`src/rtl/core/assert_macros.svh`:
```
// Assertion macros shared by the speed controller RTL.
// Define ASSERT_OFF to compile every check away.
`ifndef ASSERT_MACROS_SVH
`define ASSERT_MACROS_SVH

`ifndef ASSERT_OFF

// Clocked check, disabled while reset is held low
`define PSC_ASSERT(lbl, clk, rst_n, prop, msg) \
    lbl: assert property (@(posedge clk) disable iff (!rst_n) (prop)) else $error(msg);

// Clocked check that also holds during reset
`define PSC_ASSERT_ALWAYS(lbl, clk, prop, msg) \
    lbl: assert property (@(posedge clk) (prop)) else $error(msg);

`else

`define PSC_ASSERT(lbl, clk, rst_n, prop, msg)
`define PSC_ASSERT_ALWAYS(lbl, clk, prop, msg)

`endif

`endif

```
`src/rtl/core/psc_pkg.sv`:
```
`default_nettype none

package psc_pkg;

    // Register indexes on the configuration channel
    localparam logic [2:0] CFG_KP_GAIN        = 3'd0;
    localparam logic [2:0] CFG_KI_GAIN        = 3'd1;
    localparam logic [2:0] CFG_KD_GAIN        = 3'd2;
    localparam logic [2:0] CFG_OUTPUT_LIMIT   = 3'd3;
    localparam logic [2:0] CFG_INTEGRAL_LIMIT = 3'd4;

    // Reset value of both magnitude limits
    localparam logic [14:0] LIMIT_RESET = 15'h7FFF;

    // Live configuration, as seen by the datapath
    typedef struct packed {
        logic signed [15:0] kp_gain;
        logic signed [15:0] ki_gain;
        logic signed [15:0] kd_gain;
        logic [14:0]        output_limit;
        logic [14:0]        integral_limit;
    } t_cfg;

    // Product stage to summing stage; all terms carry 8 fraction bits
    typedef struct packed {
        logic signed [32:0] p_term;
        logic signed [32:0] i_prod;
        logic signed [33:0] d_term;
    } t_prod;

endpackage

`default_nettype wire

```
`src/rtl/core/pid_speed_controller_unit.sv`:
```
// PID speed controller: one drive value for every speed sample.
//
// Input stream: each transfer on the slave side carries a measured and a
// target speed. Output stream: each transfer on the master side carries
// one clamped drive value. Results leave in the order samples arrive.
// Output tvalid rises once a sample has passed the input register, gain
// product register and result register. One sample is taken per cycle
// unless the receiver stalls with all stages full; the integral feedback
// closes within the result stage.
// Every stage has its own valid bit and fills a bubble ahead of it, so
// a stalled result still lets up to two further samples in; when the
// receiver holds tready low with all stages full, s_tready falls.
// Configuration: write gains and limits on the cfg channel (always ready)
// while the stream is idle. Index 0 kp, 1 ki, 2 kd (signed Q8.8),
// 3 output limit, 4 integral limit (integer units); others are ignored.
// Reset (synchronous, active low) empties the pipeline, zeroes the gains,
// the previous error and the integral, and sets both limits to 32767.
`default_nettype none

module pid_speed_controller_unit (
    input  wire logic        i_clk,
    input  wire logic        i_rst_n,
    // Configuration write channel
    input  wire logic        i_cfg_valid,
    output logic             o_cfg_ready,
    input  wire logic [2:0]  i_cfg_index,
    input  wire logic [15:0] i_cfg_data,
    // Sample stream
    input  wire logic        i_s_tvalid,
    output logic             o_s_tready,
    input  wire logic [31:0] i_s_tdata,   // [15:0] measured, [31:16] target
    // Drive stream
    output logic             o_m_tvalid,
    input  wire logic        i_m_tready,
    output logic [15:0]      o_m_tdata    // [15:0] drive
);

    psc_pkg::t_cfg      cfg;
    psc_pkg::t_prod     prod;
    logic               prod_valid;
    logic               prod_ready;
    logic signed [15:0] drive;

    assign o_cfg_ready = 1'b1;

    psc_cfg u_cfg (
        .i_clk       (i_clk),
        .i_rst_n     (i_rst_n),
        .i_cfg_valid (i_cfg_valid),
        .i_cfg_index (i_cfg_index),
        .i_cfg_data  (i_cfg_data),
        .o_cfg       (cfg)
    );

    psc_front u_front (
        .i_clk      (i_clk),
        .i_rst_n    (i_rst_n),
        .i_cfg      (cfg),
        .i_valid    (i_s_tvalid),
        .o_ready    (o_s_tready),
        .i_measured ($signed(i_s_tdata[15:0])),
        .i_target   ($signed(i_s_tdata[31:16])),
        .o_valid    (prod_valid),
        .i_ready    (prod_ready),
        .o_prod     (prod)
    );

    psc_back u_back (
        .i_clk   (i_clk),
        .i_rst_n (i_rst_n),
        .i_cfg   (cfg),
        .i_valid (prod_valid),
        .o_ready (prod_ready),
        .i_prod  (prod),
        .o_valid (o_m_tvalid),
        .i_ready (i_m_tready),
        .o_drive (drive)
    );

    assign o_m_tdata = drive;

endmodule

`default_nettype wire

```
`src/rtl/core/psc_cfg.sv`:
```
`default_nettype none

module psc_cfg (
    input  wire logic          i_clk,
    input  wire logic          i_rst_n,
    input  wire logic          i_cfg_valid,
    input  wire logic [2:0]    i_cfg_index,
    input  wire logic [15:0]   i_cfg_data,
    output psc_pkg::t_cfg      o_cfg
);

    logic signed [15:0] r_kp;
    logic signed [15:0] r_ki;
    logic signed [15:0] r_kd;
    logic [14:0]        r_out_lim;
    logic [14:0]        r_int_lim;

    // Take a register write on each transfer; unknown indexes are dropped
    always_ff @(posedge i_clk) begin
        if (!i_rst_n) begin
            r_kp      <= '0;
            r_ki      <= '0;
            r_kd      <= '0;
            r_out_lim <= psc_pkg::LIMIT_RESET;
            r_int_lim <= psc_pkg::LIMIT_RESET;
        end else if (i_cfg_valid) begin
            unique case (i_cfg_index)
                psc_pkg::CFG_KP_GAIN:        r_kp      <= i_cfg_data;
                psc_pkg::CFG_KI_GAIN:        r_ki      <= i_cfg_data;
                psc_pkg::CFG_KD_GAIN:        r_kd      <= i_cfg_data;
                psc_pkg::CFG_OUTPUT_LIMIT:   r_out_lim <= i_cfg_data[14:0];
                psc_pkg::CFG_INTEGRAL_LIMIT: r_int_lim <= i_cfg_data[14:0];
                default: begin
                end
            endcase
        end
    end

    assign o_cfg.kp_gain        = r_kp;
    assign o_cfg.ki_gain        = r_ki;
    assign o_cfg.kd_gain        = r_kd;
    assign o_cfg.output_limit   = r_out_lim;
    assign o_cfg.integral_limit = r_int_lim;

endmodule

`default_nettype wire

```
`src/rtl/core/psc_front.sv`:
```
`default_nettype none
`include "assert_macros.svh"

module psc_front (
    input  wire logic                i_clk,
    input  wire logic                i_rst_n,
    input  wire psc_pkg::t_cfg       i_cfg,
    input  wire logic                i_valid,
    output logic                     o_ready,
    input  wire logic signed [15:0]  i_measured,
    input  wire logic signed [15:0]  i_target,
    output logic                     o_valid,
    input  wire logic                i_ready,
    output psc_pkg::t_prod           o_prod
);

    logic               r_s1_valid;
    logic signed [15:0] r_measured;
    logic signed [15:0] r_target;
    logic               r_s2_valid;
    psc_pkg::t_prod     r_prod;
    psc_pkg::t_prod     n_prod;
    logic signed [16:0] r_last_err;
    logic signed [16:0] n_err;
    logic signed [17:0] n_diff;
    logic               s2_ready;
    logic               s1_load;
    logic               s2_load;

    // Each stage loads when empty or when its content moves on
    assign s2_ready = !r_s2_valid || i_ready;
    assign o_ready  = !r_s1_valid || s2_ready;
    assign s1_load  = i_valid && o_ready;
    assign s2_load  = r_s1_valid && s2_ready;

    // Hold the input sample
    always_ff @(posedge i_clk) begin
        if (!i_rst_n) begin
            r_s1_valid <= 1'b0;
        end else if (o_ready) begin
            r_s1_valid <= i_valid;
        end
    end

    always_ff @(posedge i_clk) begin
        if (s1_load) begin
            r_measured <= i_measured;
            r_target   <= i_target;
        end
    end

    // Error, difference and the three gain products
    always_comb begin
        n_err         = 17'(r_target) - 17'(r_measured);
        n_diff        = 18'(n_err) - 18'(r_last_err);
        n_prod.p_term = 33'(i_cfg.kp_gain) * 33'(n_err);
        n_prod.i_prod = 33'(i_cfg.ki_gain) * 33'(n_err);
        n_prod.d_term = 34'(i_cfg.kd_gain) * 34'(n_diff);
    end

    // Advance to the product register; the error becomes the previous error
    always_ff @(posedge i_clk) begin
        if (!i_rst_n) begin
            r_s2_valid <= 1'b0;
            r_last_err <= '0;
        end else begin
            if (s2_ready) begin
                r_s2_valid <= r_s1_valid;
            end
            if (s2_load) begin
                r_last_err <= n_err;
            end
        end
    end

    always_ff @(posedge i_clk) begin
        if (s2_load) begin
            r_prod <= n_prod;
        end
    end

    assign o_valid = r_s2_valid;
    assign o_prod  = r_prod;

    // A stalled product stage keeps its products
    `PSC_ASSERT(a_prod_hold, i_clk, i_rst_n,
                r_s2_valid && !i_ready |=> $stable(r_prod),
                "product stage changed while stalled")

endmodule

`default_nettype wire

```
`src/rtl/core/psc_back.sv`:
```
`default_nettype none
`include "assert_macros.svh"

module psc_back (
    input  wire logic           i_clk,
    input  wire logic           i_rst_n,
    input  wire psc_pkg::t_cfg  i_cfg,
    input  wire logic           i_valid,
    output logic                o_ready,
    input  wire psc_pkg::t_prod i_prod,
    output logic                o_valid,
    input  wire logic           i_ready,
    output logic signed [15:0]  o_drive
);

    logic               r_out_valid;
    logic signed [15:0] r_drive;
    logic signed [24:0] r_integral;
    logic signed [24:0] n_integral;
    logic signed [33:0] int_raw;
    logic signed [35:0] sum_raw;
    logic signed [24:0] sum_clamped;
    logic               load;

    // Clamp to +/- lim * 256
    function automatic logic signed [24:0] clamp_mag(input logic signed [35:0] v,
                                                     input logic [14:0] lim);
        logic signed [35:0] hi;
        logic signed [35:0] lo;
        logic signed [35:0] res;
        hi = $signed({13'd0, lim, 8'd0});
        lo = -hi;
        if (v > hi) begin
            res = hi;
        end else if (v < lo) begin
            res = lo;
        end else begin
            res = v;
        end
        return res[24:0];
    endfunction

    assign o_ready = !r_out_valid || i_ready;
    assign load    = i_valid && o_ready;

    // Integral update, full sum and output clamp
    always_comb begin
        if (i_cfg.ki_gain != 16'sd0) begin
            int_raw = 34'(r_integral) + 34'($signed(i_prod.i_prod));
        end else begin
            int_raw = 34'(r_integral);
        end
        n_integral  = clamp_mag(36'(int_raw), i_cfg.integral_limit);
        sum_raw     = 36'($signed(i_prod.p_term)) + 36'(n_integral)
                    + 36'($signed(i_prod.d_term));
        sum_clamped = clamp_mag(sum_raw, i_cfg.output_limit);
    end

    // Advance the result register and the integral on each item
    always_ff @(posedge i_clk) begin
        if (!i_rst_n) begin
            r_out_valid <= 1'b0;
            r_integral  <= '0;
        end else begin
            if (o_ready) begin
                r_out_valid <= i_valid;
            end
            if (load) begin
                r_integral <= n_integral;
            end
        end
    end

    // Floor shift by the fraction bits; the clamp keeps it within 16 bits
    always_ff @(posedge i_clk) begin
        if (load) begin
            r_drive <= sum_clamped[23:8];
        end
    end

    assign o_valid = r_out_valid;
    assign o_drive = r_drive;

    `PSC_ASSERT(a_int_bound, i_clk, i_rst_n,
                load |=> (r_integral <= $signed({10'd0, i_cfg.integral_limit, 8'd0}))
                    && (r_integral >= -$signed({10'd0, i_cfg.integral_limit, 8'd0})),
                "integral outside its limit")
    `PSC_ASSERT(a_drive_bound, i_clk, i_rst_n,
                r_out_valid |-> (17'(r_drive) <= $signed({2'd0, i_cfg.output_limit}))
                    && (17'(r_drive) >= -$signed({2'd0, i_cfg.output_limit})),
                "drive outside output limit")

endmodule

`default_nettype wire

```
`config.mk`:
```
export PLATFORM = sky130hd
export DESIGN_NAME = pid_speed_controller_unit
export DESIGN_NICKNAME = d
export VERILOG_FILES = /design/src/rtl/core/psc_pkg.sv /design/src/rtl/core/pid_speed_controller_unit.sv /design/src/rtl/core/psc_cfg.sv /design/src/rtl/core/psc_front.sv /design/src/rtl/core/psc_back.sv
export VERILOG_INCLUDE_DIRS = /design/src /design/src/rtl/core
export SDC_FILE = /design/constraint.sdc
export NUM_CORES = 2
export LEC_CHECK = 0
export ABC_CLOCK_PERIOD_IN_PS = 13900
export BUFFER_PORTS_ARGS = -buffer_cell sky130_fd_sc_hd__buf_2
export CELL_PAD_IN_SITES_DETAIL_PLACEMENT = 1
export CELL_PAD_IN_SITES_GLOBAL_PLACEMENT = 1
export CORE_UTILIZATION = 40
export CTS_CLUSTER_DIAMETER = 150
export DETAILED_ROUTE_END_ITERATION = 8
export GPL_TIMING_DRIVEN = 0
export PLACE_DENSITY_LB_ADDON = 0.1
export SLEW_MARGIN = 20
export SYNTH_ARGS = -nofsm -noshare
export SYNTH_HDL_FRONTEND = slang
export SYNTH_HIERARCHICAL = 1
export SYNTH_SLANG_ARGS = --single-unit
```
`constraint.sdc`:
```
create_clock -name i_clk -period 13.9 [get_ports i_clk]
set_clock_uncertainty 0.1 [all_clocks]
set_input_delay 2.085 -clock i_clk [delete_from_list [all_inputs] [get_ports i_clk]]
set_output_delay 2.085 -clock i_clk [all_outputs]
set_load 0.01 [all_outputs]
```
Word level (Yosys, flattened, before mapping) --
Index checks and enable logic that the tools add are counted.
Storage, ports and cells: register bits 271, word-level logic and storage cells 56
Cells by class: add/sub/neg operators 7, multipliers 3, magnitude comparators 4, equal/unequal tests 4, muxes and demuxes 5, reductions and logical operators 16
Operator list (number):
- $neg 23->36 | 2
- $mul 16x17->33 | 2
- $mux 25 | 2
- $gt 36x24->1 | 1
- $lt 34x36->1 | 1
- $lt 36x36->1 | 1
- $add 34x34->35 | 1
- $add 25x33->34 | 1
- $add 33x25->34 | 1
- $gt 34x24->1 | 1
- $mul 16x18->34 | 1
- $mux 34 | 1
- $mux 24 | 1
- $mux 23 | 1
- $sub 17x17->18 | 1
- $sub 16x16->17 | 1
- $reduce_bool 16->1 | 1
- $reduce_and 2->1 | 5
- $eq 3x2->1 const B | 2
- $eq 3x1->1 const B | 1
- $eq 3x3->1 const B | 1
- $logic_and 1x1->1 | 3
- $logic_not 1->1 | 3
- $logic_not 3->1 | 1
- $logic_or 1x1->1 | 3

Depth between registers and ports, before layout --
depth after elaboration 10, depth in mapped cells 53

Hierarchy --
The synthesis kept the hierarchy.
By module, submodules not included:
- psc_front | instances 1, cells an instance 3986, area each 38052.7 um^2
- psc_back | instances 1, cells an instance 1322, area each 10058.4 um^2
- psc_cfg | instances 1, cells an instance 292, area each 3091.7 um^2
- pid_speed_controller_unit | instances 1, cells an instance 2, area each 11.3 um^2

Worst setup path before layout --
OpenSTA, ideal clock, no wires.
kind reg-to-reg, from register u_front.r_prod, in the netlist u_front/o_prod[34], to register u_back.r_drive[10] (netlist: u_back/o_drive[10]) (data pin), library setup time 269 ps, arrival time 10456 ps, data required time 13531 ps, slack 3075 ps, stages on the path, launching flop included 49, buffers on the path 5, clock period less this slack 10825 ps, cells stage by stage edfxtp_1 > ha_1 > fa_1 > a21o_1 > a221oi_2 > o221ai_1 > a211o_1 > a21bo_2 > a21oi_1 > xor2_1 > o21ai_0 > ha_1 > nand2_1 > nor2_1 > a211oi_1 > o21ai_0 > nor4_1 > a31oi_1 > [13 not listed] > nor2_1 > nand3b_1 > and2_1 > ha_1 > nand3_1 > nor2_1 > nand4_1 > a21oi_1 > o21ai_0 > o21bai_1 > o211ai_1 > a31oi_1 > maj3_2 > a31o_1 > buf_6 > buf_6 > a21oi_2 > o22ai_1
On the way: cells in the longest elaborated chain, start to end 10, elaborated cells on any way between the ends 12, those cells by class add/sub: 3; order compare: 4; mux: 5
Ends and longest elaborated chain:
- start, declared | line psc_front.sv:21 | psc_pkg::t_prod r_prod;
- start signal, assigned | line psc_front.sv:78 | r_prod <= n_prod;
- $add 25x33->34 * | line psc_back.sv:49 | int_raw = 34'(r_integral) + 34'($signed(i_prod.i_prod));
- $mux 34 * | line psc_back.sv:48 | if (i_cfg.ki_gain != 16'sd0) begin
- $lt 34x36->1 | line psc_back.sv:35 | end else if (v < lo) begin
- $mux 25 | line psc_back.sv:35
- $mux 25 * | line psc_back.sv:33 | if (v > hi) begin
- named net u_back.n_integral[24] | line psc_back.sv:19 | logic signed [24:0] n_integral;
- $add 33x25->34 * | line psc_back.sv:54 | sum_raw = 36'($signed(i_prod.p_term)) + 36'(n_integral)
- $add 34x34->35 * | line psc_back.sv:55 | + 36'($signed(i_prod.d_term));
- $lt 36x36->1 | line psc_back.sv:35
- $mux 24 | line psc_back.sv:35
- $mux 23 * | line psc_back.sv:33
- named net u_back.sum_clamped[18] | line psc_back.sv:22 | logic signed [24:0] sum_clamped;
- end signal, assigned | line psc_back.sv:77 | r_drive <= sum_clamped[23:8];
- end, declared | line psc_back.sv:17 | logic signed [15:0] r_drive;
Mark *: on every way through the listed nets, which the timed path passes. The rest lies on a longest branch. A chain may end at the register's enable or synchronous reset.

Final worst setup path --
from register u_front.r_prod, in the netlist u_front/o_prod[34], to register u_back.r_drive[11] (netlist: u_back/o_drive[11]) (data pin)
The elaborated chain is that of the path after synthesis.

==> results by stage <==
Run status:
- The run finished with clean final reports.

Clock tree:
- The CTS tree is yes.
- The clock sink count is 271.
- Hold repair after CTS inserted 0 buffers.
- The clock passes through at most 3 buffers.
- After clock tree synthesis, the clock-pin slew on the worst setup and hold paths is 0.06 ns.
- The insertion delay to the later sink of the worst-skew pair is 0.61 ns.
- The number of setup buffers added after CTS is 0.
- The root buffer cell chosen for the clock tree is sky130_fd_sc_hd__clkbuf_16.
- The number of H-tree branching levels is 2.
- The number of buffers created by CTS is 37.

Final layout:
- In the layout the commonest cells are sky130_fd_sc_hd__inv_1, sky130_fd_sc_hd__fa_1, sky130_fd_sc_hd__nand2_1.
- The filler cells instantiated in the layout total 14,700.
- Cells fill 43.7% of the core in the end.
- In the final layout, the share of cells above drive strength 1 is 4.86%.
- The number of nets in the final layout is 7,088.
- The most common cell after layout, fill and taps aside is sky130_fd_sc_hd__inv_1.
- The area growth from synthesis to layout is 7.72%.

Drt:
- The wire length reported by the detailed router is 179,000 um.
- Using the TritonRoute via totals, the vias-per-cell ratio works out to 5.42.
- The detailed router finished its first iteration with 2,479 violations.
- The final route contains 40,200 vias.
- In this run the remaining antenna-violating nets after routing total 0.
- In the routed design, unresolved DRC markers number 0.
- Dividing the detail-routed wire length by the instance count gives 24.2 um.
- Before antenna repair, the detailed router went through 5 iterations.

Logic synthesis:
- After synthesis, flip-flops and latches occupy 13.5% of the total area.
- The total standard cell area after synthesis is 51,200 sq um.
- Synthesis inferred 271 register bits.
- The cell accounting for the most synthesized area is sky130_fd_sc_hd__fa_1.
- The distinct cell type count of the synthesized netlist is 106.
- Summed over its instances, the top area cell type makes up 34.2% of the synthesized netlist area.
- The number of nets produced by synthesis is 6,970.
- The count of mapped cells out of synthesis is 5,602.
- For this run, the number of Yosys warnings is 6.
- In the synthesized netlist the dominant register cell turns out to be sky130_fd_sc_hd__edfxtp_1.
- The mean area per synthesized cell is 9.14 sq um.
- In the synthesized netlist the async set-or-reset flop fraction comes to 0%.
- In this run, synthesis inferred 148 flip-flops with an integrated enable.
- By area the synthesized netlist is led by sky130_fd_sc_hd__fa_1, sky130_fd_sc_hd__ha_1, sky130_fd_sc_hd__edfxtp_1, sky130_fd_sc_hd__inv_1, sky130_fd_sc_hd__nand2_1.

Setup path:
- The kind of capture point of the worst setup path is a register.
- The endpoint identified for the worst register-to-register timing path is u_back/o_drive[11].
- For the worst flop-to-flop path, the logic depth is 48.
- In this design, the largest share of critical-path delay is due to compound AO/OA/AOI/OAI gates.
- The critical path contains buffers and inverters numbering 5 combined.
- For the worst setup path, the data arrival time is 13.34 ns.
- The startpoint of the worst-slack reg-to-reg timing path is u_front/o_prod[34].
- At the worst endpoint, the required time is 14.13 ns.
- The type of the worst setup path is register to register.
- STA classifies the critical path startpoint as a register.
- In this run the register-to-register setup slack is 0.80 ns.
- The slowest library cell on the worst path is sky130_fd_sc_hd__a2111oi_1.
- The highest fanout seen on the critical path is 10.
- The largest stage delay on the critical path is 0.56 ns.

Timing:
- The count of endpoints failing hold in the final timing report came to 0.
- The actual transition at the worst max-transition pin is 1.27 ns.
- Based on the critical path, the design can be clocked at up to 0.0763 GHz.
- The final critical-path required period is 13.10 ns.
- The final count of negative-setup-slack endpoints is 0.
- Setup repair after global routing left no endpoint under its margin.
- The number of slew-limit violations in the final report is 0.
- The sum of negative setup slack is 0 ns.
- The final worst-path cycle share is 94.3%.
- The worst relative slew slack is 14.4%.

Floorplan:
- The core region is 126,000 sq um.
- The initialized floorplan defines 130 standard-cell rows.
- The die covers 129,000 sq um.
- The die is 360 um tall.
- Pin placement for this block handled 75 I/O pins.
- The floorplan step set the die width to 360 um.
- The initial core utilization is 40.5%.

Job:
- The max capacitance violation total is 0.

Global routing:
- The via count of the first global-routing pass is 44,100.
- Entering global routing, the biggest net connects 52 pins.
- Global routing consumed, over all layers together, 28.1% of the routing resources.
- The first global-routing pass estimated 274,000 um of wire.
- The remaining global-route overflow is 0.
- The number of antenna violations at the first check in global routing is 10.

Placed design:
- The global placement routability congestion is 0.882.
- The count of input and output buffers is 73.
- The HPWL after detailed placement is 152,000 um.

Worst hold path:
- The number of cells traversed by the worst hold path is 2.
- The startpoint identified for the worst hold timing path is u_cfg/r_kp[4].
- The worst hold path terminates at u_cfg/r_kp[4].
- The type of the most critical hold path is register to register.

Pwr:
- Across the VDD grid, the largest voltage drop is 0.0000954 V.
- The sum of internal, switching and leakage power is 0.00573 W.
- The power density relative to cell area is 104 nW/um^2.
- The cell leakage power is 25.0 nW.
-- flip-flops by register name, summed over array words and instances (netlist names) --
| signal | count |
|---|---|
| u_cfg/r_ki | 16 |
| u_front/r_s1_valid | 1 |
| u_front/r_last_err | 17 |
| u_cfg/r_out_lim | 15 |
| u_front/o_valid | 1 |
| u_back/o_valid | 1 |
| u_front/r_measured | 16 |
| u_front/o_prod | 100 |
| u_cfg/r_kd | 16 |
| u_cfg/r_int_lim | 15 |
| u_cfg/r_kp | 16 |
| u_back/r_integral | 25 |
| u_back/o_drive | 16 |
| u_front/r_target | 16 |
-- stage by stage --
step,cells,setup WS (ns),cell area [sq um],hold slack [ns]
after floorplan,5602,3.07,51200,0.334
after global placement,7325,0.125,53600,0.345
after detailed placement,7331,0.0297,53900,0.350
after CTS,7396,0.0154,55100,0.364
after global routing,7396,0.0776,55200,0.373
final,7402,0.798,55200,0.362
-- cell type report --
class | instances | area (sq um) | share of cell area [%]
Clock inverter | 21 | 264 | 0.479
Antenna cell | 6 | 15.0 | 0.0272
Multi-Input combinational cell | 4061 | 39500 | 71.6
Tap cell | 1650 | 2060 | 3.74
Inverter | 1029 | 3860 | 7.00
Clock buffer | 44 | 1010 | 1.83
Buffer | 241 | 1050 | 1.91
Sequential cell | 271 | 6910 | 12.5
Timing Repair Buffer | 79 | 465 | 0.844
-- power by group --
part           switching [W]  leakage [nW]  total [W]  internal (W)
sequential         0.0000756          2.42    0.00104      0.000965
clock               0.000424         0.619    0.00103      0.000603
combinational        0.00240          22.0    0.00366       0.00126
total                0.00290          25.0    0.00573       0.00283
-- synthesized netlist by cell type, drive strengths merged, types with 24 or more instances --
master  count
inv      1027
fa        875
nand2     679
ha        437
and2      283
a21oi     193
clkbuf    192
nor2      164
xnor2     156
o21ai     153
edfxtp    148
nor2b     136
dfxtp     123
mux2i     103
a21o       80
nand3      76
nor3       65
nand2b     60
o21a       50
buf        49
xor2       46
nand4      38
and3       37
a211oi     29
a21boi     28
o211ai     26
or3        24
-- how the worst max path moves through the flow --
| stage | from | cells after the start | slack (ns) | endpoint |
|---|---|---|---|---|
| after floorplan | u_front/o_prod[34] | 48 | 3.07 | u_back/o_drive[10] |
| after global placement | u_cfg/r_ki[15] | 46 | 0.13 | u_back/o_drive[11] |
| after detailed placement | u_cfg/r_ki[15] | 46 | 0.03 | u_back/o_drive[11] |
| after CTS | u_cfg/r_ki[15] | 46 | 0.02 | u_back/o_drive[11] |
| after global routing | u_cfg/r_ki[3] | 46 | 0.08 | u_back/o_drive[11] |
| final | u_front/o_prod[34] | 48 | 0.80 | u_back/o_drive[11] |
-- tightest hold or removal path: cells and delay by family (launching register included) --
family	cells	cell delay [ns]
flops	1	0.31
mux	1	0.05
simple gates	1	0.05
-- routing by layer --
| layer | share of wire (%) | vias to the layer above | GRT usage, % | wire (um) |
|---|---|---|---|---|
| met5 | 0 | - | 0 | 0 |
| met2 | 47 | 891 | 47.2 | 84500 |
| met1 | 44 | 20900 | 37.6 | 79500 |
| met4 | 4.0 | 0 | 9.89 | 7100 |
| met3 | 4.4 | 236 | 2.97 | 7800 |
| li1 | - | 18100 | - | - |
-- kinds of logic (layout without fill, tap and decap cells) --
| logic type | count (synthesis) | count (layout) | share of synthesized area (%) |
|---|---|---|---|
| other | 1 | 7 | 0.00732 |
| multiplexers | 105 | 105 | 2.06 |
| adder cells (fa/ha/maj) | 1314 | 1314 | 44.9 |
| buffers and inverters | 1270 | 1414 | 9.58 |
| AO/OA/AOI/OAI | 791 | 791 | 10.5 |
| XOR/XNOR | 202 | 202 | 3.45 |
| AND/OR/NAND/NOR | 1648 | 1648 | 16.0 |
| flip-flops | 271 | 271 | 13.5 |
-- timing repair --
action                                  CTS  global route
hold endpoints to repair                  0             0
resized for setup                         0            10
endpoints found under the setup margin    0            16
(Power assumes the default switching activity.)
